==> src/rtl/sit_pkg.sv <==
`default_nettype none

package sit_pkg;

   localparam int SIT_DEPTH     = 32;
   localparam int SIT_KEY_WIDTH = 32;

   // request codes
   localparam logic REQ_INSERT = 1'b0;
   localparam logic REQ_READ   = 1'b1;

   // result status codes
   localparam logic [1:0] STATUS_OK    = 2'd0;
   localparam logic [1:0] STATUS_FULL  = 2'd1;
   localparam logic [1:0] STATUS_RANGE = 2'd2;

   typedef struct packed {
      logic        req_type;
      logic [31:0] key;
      logic [4:0]  index;
   } sit_req_type;

   typedef struct packed {
      logic [31:0] read_key;
      logic [5:0]  entry_count;
      logic        is_empty;
      logic [1:0]  status;
   } sit_rsp_type;

   // control half of the carry handed from one cell to the next
   typedef struct packed {
      logic active;
      logic shifting;
   } sit_link_type;

endpackage

`default_nettype wire

==> src/rtl/sit_cell.sv <==
`default_nettype none

module sit_cell #(
   parameter int DEPTH     = sit_pkg::SIT_DEPTH,
   parameter int KEY_WIDTH = sit_pkg::SIT_KEY_WIDTH,
   parameter int INDEX     = 0
) (
   input  wire                            clock,
   input  wire                            reset,
   input  wire                            order_descending,
   input  wire [$clog2(DEPTH+1)-1:0]      count,
   input  sit_pkg::sit_link_type          link_in,
   input  wire [KEY_WIDTH-1:0]            link_key_in,
   output sit_pkg::sit_link_type          link_out,
   output logic [KEY_WIDTH-1:0]           link_key_out,
   output logic [KEY_WIDTH-1:0]           stored_key
);
   import sit_pkg::*;

   localparam int CW = $clog2(DEPTH+1);

   logic                 occupied;
   logic                 precedes;
   logic                 take;
   sit_link_type         link_ff;
   sit_link_type         link_in_next;
   logic [KEY_WIDTH-1:0] link_key_ff;
   logic [KEY_WIDTH-1:0] link_key_in_next;
   logic [KEY_WIDTH-1:0] key_ff;
   logic [KEY_WIDTH-1:0] key_in;

   always_comb begin
      occupied = count > CW'(INDEX);
      precedes = order_descending ? (link_key_in > key_ff) : (link_key_in < key_ff);
      // empty slot, already shifting, or carried key goes in front of ours
      take = link_in.active && (!occupied || link_in.shifting || precedes);
      key_in = take ? link_key_in : key_ff;
      link_in_next.active   = link_in.active && occupied;
      link_in_next.shifting = take;
      link_key_in_next      = take ? key_ff : link_key_in;
   end

   always_ff @(posedge clock) begin
      if (reset) begin
         link_ff <= '0;
      end else begin
         link_ff <= link_in_next;
      end
      link_key_ff <= link_key_in_next;
      key_ff      <= key_in;
   end

   assign link_out     = link_ff;
   assign link_key_out = link_key_ff;
   assign stored_key   = key_ff;

endmodule

`default_nettype wire

==> src/rtl/sorted_insert_table.sv <==
`default_nettype none

// Sorted key table built as a row of cells, position 0 first.
// Requests come on req_data with start; one is taken at a clock edge where start
// is high and busy is low. Each request gives exactly one result word on rsp_data,
// shown for one cycle with rsp_strobe; the receiver cannot stall and must take it.
// A read (or an insert into a full table) answers in the cycle after it is taken,
// and busy stays low, so such requests can follow every cycle.
// An insert that fits is injected at cell 0 and walks down the row one cell per
// cycle; a cell either keeps its key or swaps it for the carried one, and from the
// insertion point on every cell shifts its key up. The carry lands in the first
// free cell, and the insert answers once the carry has landed, with busy high
// meanwhile. The length of the walk along the row sets when it answers.
// csr_wr_en writes the order bit (0 ascending, 1 descending); write it only while
// idle. Keys stored earlier are not re-sorted.
// Reset empties the table and selects ascending order; key storage is not cleared.
module sorted_insert_table #(
   parameter int DEPTH     = sit_pkg::SIT_DEPTH,
   parameter int KEY_WIDTH = sit_pkg::SIT_KEY_WIDTH
) (
   input  wire                  clock,
   input  wire                  reset,
   input  wire                  start,
   output logic                 busy,
   input  sit_pkg::sit_req_type req_data,
   output logic                 rsp_strobe,
   output sit_pkg::sit_rsp_type rsp_data,
   input  wire                  csr_wr_en,
   input  wire                  csr_wr_data
);
   import sit_pkg::*;

   localparam int CW   = $clog2(DEPTH+1);
   localparam int IW   = $clog2(DEPTH);
   localparam int CMPW = (CW > 5) ? CW : 5;

   typedef enum logic {ST_IDLE, ST_INSERT} state_type;

   state_type            state_ff;
   logic                 order_ff;
   logic [CW-1:0]        count_ff;
   logic [CW-1:0]        step_ff;
   sit_link_type         inject_ff;
   logic [KEY_WIDTH-1:0] inject_key_ff;
   logic                 rsp_valid_ff;
   sit_rsp_type          rsp_ff;

   sit_link_type         link_ctl [DEPTH+1];
   logic [KEY_WIDTH-1:0] link_key [DEPTH+1];
   logic [KEY_WIDTH-1:0] cell_key [DEPTH];

   logic                 accept;
   logic                 full;
   logic                 in_range;
   logic [CMPW-1:0]      idx_ext;
   logic [CW-1:0]        count_inc;

   always_comb begin
      accept    = start && (state_ff == ST_IDLE);
      full      = count_ff == CW'(DEPTH);
      idx_ext   = CMPW'(req_data.index);
      in_range  = idx_ext < CMPW'(count_ff);
      count_inc = count_ff + 1'b1;
   end

   assign link_ctl[0] = inject_ff;
   assign link_key[0] = inject_key_ff;

   for (genvar g = 0; g < DEPTH; g++) begin : g_cell
      sit_cell #(
         .DEPTH     (DEPTH),
         .KEY_WIDTH (KEY_WIDTH),
         .INDEX     (g)
      ) u_cell (
         .clock            (clock),
         .reset            (reset),
         .order_descending (order_ff),
         .count            (count_ff),
         .link_in          (link_ctl[g]),
         .link_key_in      (link_key[g]),
         .link_out         (link_ctl[g+1]),
         .link_key_out     (link_key[g+1]),
         .stored_key       (cell_key[g])
      );
   end

   always_ff @(posedge clock) begin
      if (reset) begin
         state_ff     <= ST_IDLE;
         order_ff     <= 1'b0;
         count_ff     <= '0;
         step_ff      <= '0;
         inject_ff    <= '0;
         rsp_valid_ff <= 1'b0;
      end else begin
         rsp_valid_ff <= 1'b0;
         inject_ff    <= '0;
         if (csr_wr_en) begin
            order_ff <= csr_wr_data;
         end
         unique case (state_ff)
            ST_IDLE: begin
               if (accept) begin
                  if (req_data.req_type == REQ_READ) begin
                     rsp_valid_ff         <= 1'b1;
                     rsp_ff.read_key      <= in_range ? 32'(cell_key[idx_ext[IW-1:0]]) : '0;
                     rsp_ff.entry_count   <= 6'(count_ff);
                     rsp_ff.is_empty      <= count_ff == '0;
                     rsp_ff.status        <= in_range ? STATUS_OK : STATUS_RANGE;
                  end else if (full) begin
                     rsp_valid_ff         <= 1'b1;
                     rsp_ff.read_key      <= '0;
                     rsp_ff.entry_count   <= 6'(count_ff);
                     rsp_ff.is_empty      <= count_ff == '0;
                     rsp_ff.status        <= STATUS_FULL;
                  end else begin
                     state_ff           <= ST_INSERT;
                     step_ff            <= '0;
                     inject_ff.active   <= 1'b1;
                     inject_ff.shifting <= 1'b0;
                     inject_key_ff      <= KEY_WIDTH'(req_data.key);
                  end
               end
            end
            ST_INSERT: begin
               step_ff <= step_ff + 1'b1;
               // carry reaches the first free cell on this cycle
               if (step_ff == count_ff) begin
                  state_ff           <= ST_IDLE;
                  count_ff           <= count_inc;
                  rsp_valid_ff       <= 1'b1;
                  rsp_ff.read_key    <= '0;
                  rsp_ff.entry_count <= 6'(count_inc);
                  rsp_ff.is_empty    <= 1'b0;
                  rsp_ff.status      <= STATUS_OK;
               end
            end
            default: begin
               state_ff <= ST_IDLE;
            end
         endcase
      end
   end

   assign busy       = state_ff == ST_INSERT;
   assign rsp_strobe = rsp_valid_ff;
   assign rsp_data   = rsp_ff;

   // the carry always lands before running off the end of the row
   a_no_overrun: assert property (@(posedge clock) disable iff (reset)
      !link_ctl[DEPTH].active)
      else $error("insert carry passed the last cell");

   a_count_bound: assert property (@(posedge clock) disable iff (reset)
      count_ff <= CW'(DEPTH))
      else $error("entry count above depth");

   a_count_step: assert property (@(posedge clock) disable iff (reset)
      !$stable(count_ff) |-> count_ff == $past(count_ff) + 1'b1)
      else $error("entry count moved by other than one");

   a_insert_busy: assert property (@(posedge clock) disable iff (reset)
      accept && req_data.req_type == REQ_INSERT && !full |=> busy && !rsp_strobe)
      else $error("insert did not start a walk");

   a_full_rsp: assert property (@(posedge clock) disable iff (reset)
      rsp_strobe && rsp_data.status == STATUS_FULL |-> count_ff == CW'(DEPTH))
      else $error("full status with room left");

endmodule

`default_nettype wire

==> config.mk <==
export PLATFORM = sky130hd
export DESIGN_NAME = sorted_insert_table
export DESIGN_NICKNAME = d
export VERILOG_FILES = /design/src/rtl/sit_pkg.sv /design/src/rtl/sit_cell.sv /design/src/rtl/sorted_insert_table.sv
export SDC_FILE = /design/constraint.sdc
export NUM_CORES = 2
export LEC_CHECK = 0
export ABC_CLOCK_PERIOD_IN_PS = 9800
export BUFFER_PORTS_ARGS = -buffer_cell sky130_fd_sc_hd__buf_4
export CORE_MARGIN = 2
export CORE_UTILIZATION = 50
export DETAILED_ROUTE_END_ITERATION = 7
export PLACE_DENSITY = 0.63
export SLEW_MARGIN = 20
export SYNTH_ARGS = -nofsm -noshare
export SYNTH_HDL_FRONTEND = slang
export SYNTH_SLANG_ARGS = --single-unit
==> constraint.sdc <==
create_clock -name clock -period 9.8 [get_ports clock]
set_input_delay 1.96 -clock clock [delete_from_list [all_inputs] [get_ports clock]]
set_output_delay 1.96 -clock clock [all_outputs]
set_load 0.01 [all_outputs]
==> impl_metrics.yaml <==
outcome:
  status: "complete, no violations"
timing:
  final-max-slew-violation-count: 0
  skew_ps: 84.30
  final-setup-viol-count: 0
  fin_tns_setup_ps: 0
  period_needed_ps: 5032
  timing.fmax_ghz: 0.1987
  worst_pin_slew_ps: 1186
  final_hold_viol_count: 0
  maxSlewHeadroom: 0.2044
  rsz0062_at_grt: "no"
  fin_ws_ps: 4768
  period_share: 0.5134
logic_synthesis:
  synth_edf_count: 1097
  synth_area_um2: 102500
  ys_ff_latch: 2167
  syn_inst: 7716
  ys_seq_area_frac: 0.5302
  synth_nets: 8792
  async_flop_share: 0
  synth.distinct_cells: 64
  syn_area_per_cell_um2: 13.29
  yosys_warnings: 0
  synth_ff_type: "edfxtp_1"
clock_network:
  hold_buffers: 0
  post_cts_buffers: 0
  root_buffer: "clkbuf_16"
  htreeDepth: 4
  cts_tree: "done"
  clock_sinks: 2167
  cts_buffer_depth: 3
  clk_pin_slew_ps: 60
  cts_made_buffers: 225
  clock_latency_ps: 900
  cts.repair.resized: 0
floorplanning:
  die_w_um: 456.9
  coreArea_um2: 204200
  start_util: 0.5022
  dieHeight_um: 456.9
  rows: 166
  dieArea_um2: 208700
  pin_count: 86
grt:
  antenna_found_initial: 21
  grt-ovfl-total: 0
  grt_pass1_wl_mm: 423.4
  met1_usage: 0.3811
  grt_start_max_net_pins: 159
  grt_pass1_vias: 62110
  grt.busiest_layer: "met2"
  grtUsageTotal: 0.2763
  use_met2: 0.4279
  grt_use_met3: 0.04501
finish:
  fin_util: 0.5581
  multi_input_area_um2: 43100
  area_growth_pct: 11.12
  register_area_um2: 54360
  final_nets: 8981
  n_fill_cell: 16520
  drive_above_1_share: 0.2390
drt:
  postRouteAntennaNets: 0
  vias: 62670
  avgViaCountPerCell: 5.804
  first_pass_iters: 8
  routed_wl_mm: 290.9
  drt-initial-drc-count: 5909
  routedWlPerCell_um: 26.94
  drc: 0
critical_path:
  start_kind: "flip-flop"
  cp_data_required_time_ps: 10180
  cp-end-kind: "flip-flop"
  startpoint: "g_cell[18].u_cell.stored_key[27]"
  critPathMaxFanout: 32
  crit_arrival_ps: 5420
  setup.worst_path.class: "flip-flop to flip-flop"
  r2r_start: "g_cell[18].u_cell.stored_key[27]"
power:
  combPwrFrac: 0.059
  ir_drop_v: 0.0001977
  p_int_w: 0.01554
  switching_share: 0.2259
  p_clk_frac: 0.443
  p_seq_frac: 0.498
  p_leak_nw: 47.58
  powerDensity_nw_per_um2: 176.2
  p_switching_w: 0.004537
hold_path:
  hold_class: "flip-flop to flip-flop"
  hold_start: "g_cell[10].u_cell.link_key_out[28]"
placement:
  dp_hpwl_mm: 226.4
  portBuffers: 85
  place_ws_ps: 4457
  place_congestion: 0.9227
job:
  drv_cap: 0
[per-stage QoR]
stage	hold slack, ps	power (W)	area [um2]	cells
final	427.7	0.02008	113900	10800
after global routing	443.4	0.02069	113900	10790
after CTS	434.3	0.02019	113900	10790
after detailed placement	420.3	0.01136	106200	10370
after global placement	417.9	0.01133	106200	10370
after floorplan	408.2	0.01090	102500	7716
[layer usage]
metal  wire length (um)  vias to the layer above  share of wire
li1                   -                    28880              -
met1             126100                    31440           0.43
met2             131200                     1866           0.45
met3              18730                      470          0.064
met4              14760                       12          0.051
met5                 79                        -        0.00027
[placed cells by master, fill, tap and decap left out, types with 38 or more instances in the layout]
master	n
nor2_1	157
edfxtp_1	1097
mux2_2	963
buf_4	157
nand2_1	239
a21boi_0	58
clkbuf_1	55
clkinv_2	41
nand4_1	172
nand3_1	97
clkbuf_16	230
mux4_2	320
o21ai_0	106
o211ai_1	38
dfxtp_1	1070
clkbuf_8	42
a21o_1	71
ha_1	1033
inv_1	1076
a21oi_1	463
[logic make-up after synthesis]
logic type,Yosys count,share of synthesized area
DFF,2167,0.5302
muxes,1348,0.1838
buffers and inverters,1299,0.05310
adders and majority gates,1033,0.1260
AOI/OAI and AO/OA,997,0.06188
and+or+nand+nor,857,0.04372
xor gates and xnor gates,15,0.001281
[area by class of cell]
class                           instances  area share
Timing Repair Buffer                  163     0.01138
Tap cell                             2688     0.02952
Multi-Input combinational cell       4250      0.3782
Clock buffer                          327     0.05740
Inverter                             1098     0.03617
Clock inverter                         97     0.01003
Sequential cell                      2167      0.4771
Antenna cell                            8   0.0001757
[power by group through the flow]
| stage | Combinational, W | Sequential, W | Clock, W |
|---|---|---|---|
| 5_1_grt | 0.00129 | 0.0100 | 0.00937 |
| 3_5_place_dp | 0.00116 | 0.0102 | 0 |
| 6_report | 0.00118 | 0.0100 | 0.00890 |
| 4_1_cts | 0.00118 | 0.0100 | 0.00901 |
| 3_3_place_gp | 0.00114 | 0.0102 | 0 |
| 2_1_floorplan | 0.000797 | 0.0101 | 0 |
[critical path, stage by stage, from the launching register on]
cell      delay (ps)
edfxtp_1         370
inv_1             60
ha_1             300
nand4_1          250
nor4_4           870
o311ai_0         400
a311o_1          480
o21ai_4          690
buf_4            480
inv_2            510
[state kept, by name, summed over array words and instances, names as in the netlist]
signal / flops
g_cell.u_cell.link_key_out: 992
rsp_strobe: 1
g_cell.u_cell.stored_key: 1024
inject_ff: 1
order_ff: 1
count_ff: 6
busy: 1
rsp_data: 41
inject_key_ff: 32
g_cell.u_cell.link_out: 62
step_ff: 6
[synth_stat cells (25+ instances only)]
cell type / number / area (um2)
nor2_1: 157 / 589.3
o2bb2ai_1: 28 / 245.2
dfxtp_1: 1070 / 21420
a21oi_1: 463 / 2317
mux4_2: 320 / 7207
nor4_1: 34 / 212.7
and4_1: 37 / 324.1
nand2_1: 239 / 897.1
mux2_4: 29 / 435.4
ha_1: 1033 / 12920
a21boi_0: 58 / 435.4
o21a_1: 32 / 240.2
a211oi_1: 36 / 270.3
a21o_1: 71 / 533.0
nor2b_1: 35 / 219.0
inv_1: 1097 / 4118
o21ai_2: 28 / 245.2
a211o_1: 29 / 254.0
buf_2: 32 / 160.2
edfxtp_1: 1097 / 32940
clkbuf_1: 72 / 270.3
a41o_1: 26 / 260.3
buf_6: 55 / 619.3
nand3_1: 97 / 485.5
mux2_2: 963 / 10840
nand4_1: 172 / 1076
o21ai_0: 107 / 535.5
o311ai_0: 25 / 219.0
mux2i_1: 36 / 360.4
o211ai_1: 38 / 285.3
[path summary, 6_finish.rpt]
path | end | slack [ps] | cells past startpoint
setup / recovery | g_cell[18].u_cell.stored_key[11] | 4770 | 9
hold / removal | g_cell[11].u_cell.stored_key[28] | 430 | 0
setup reg to reg | g_cell[18].u_cell.stored_key[11] | 4770 | 9
hold reg to reg | g_cell[11].u_cell.stored_key[28] | 430 | 0
Power figures use the tool's default switching activity.
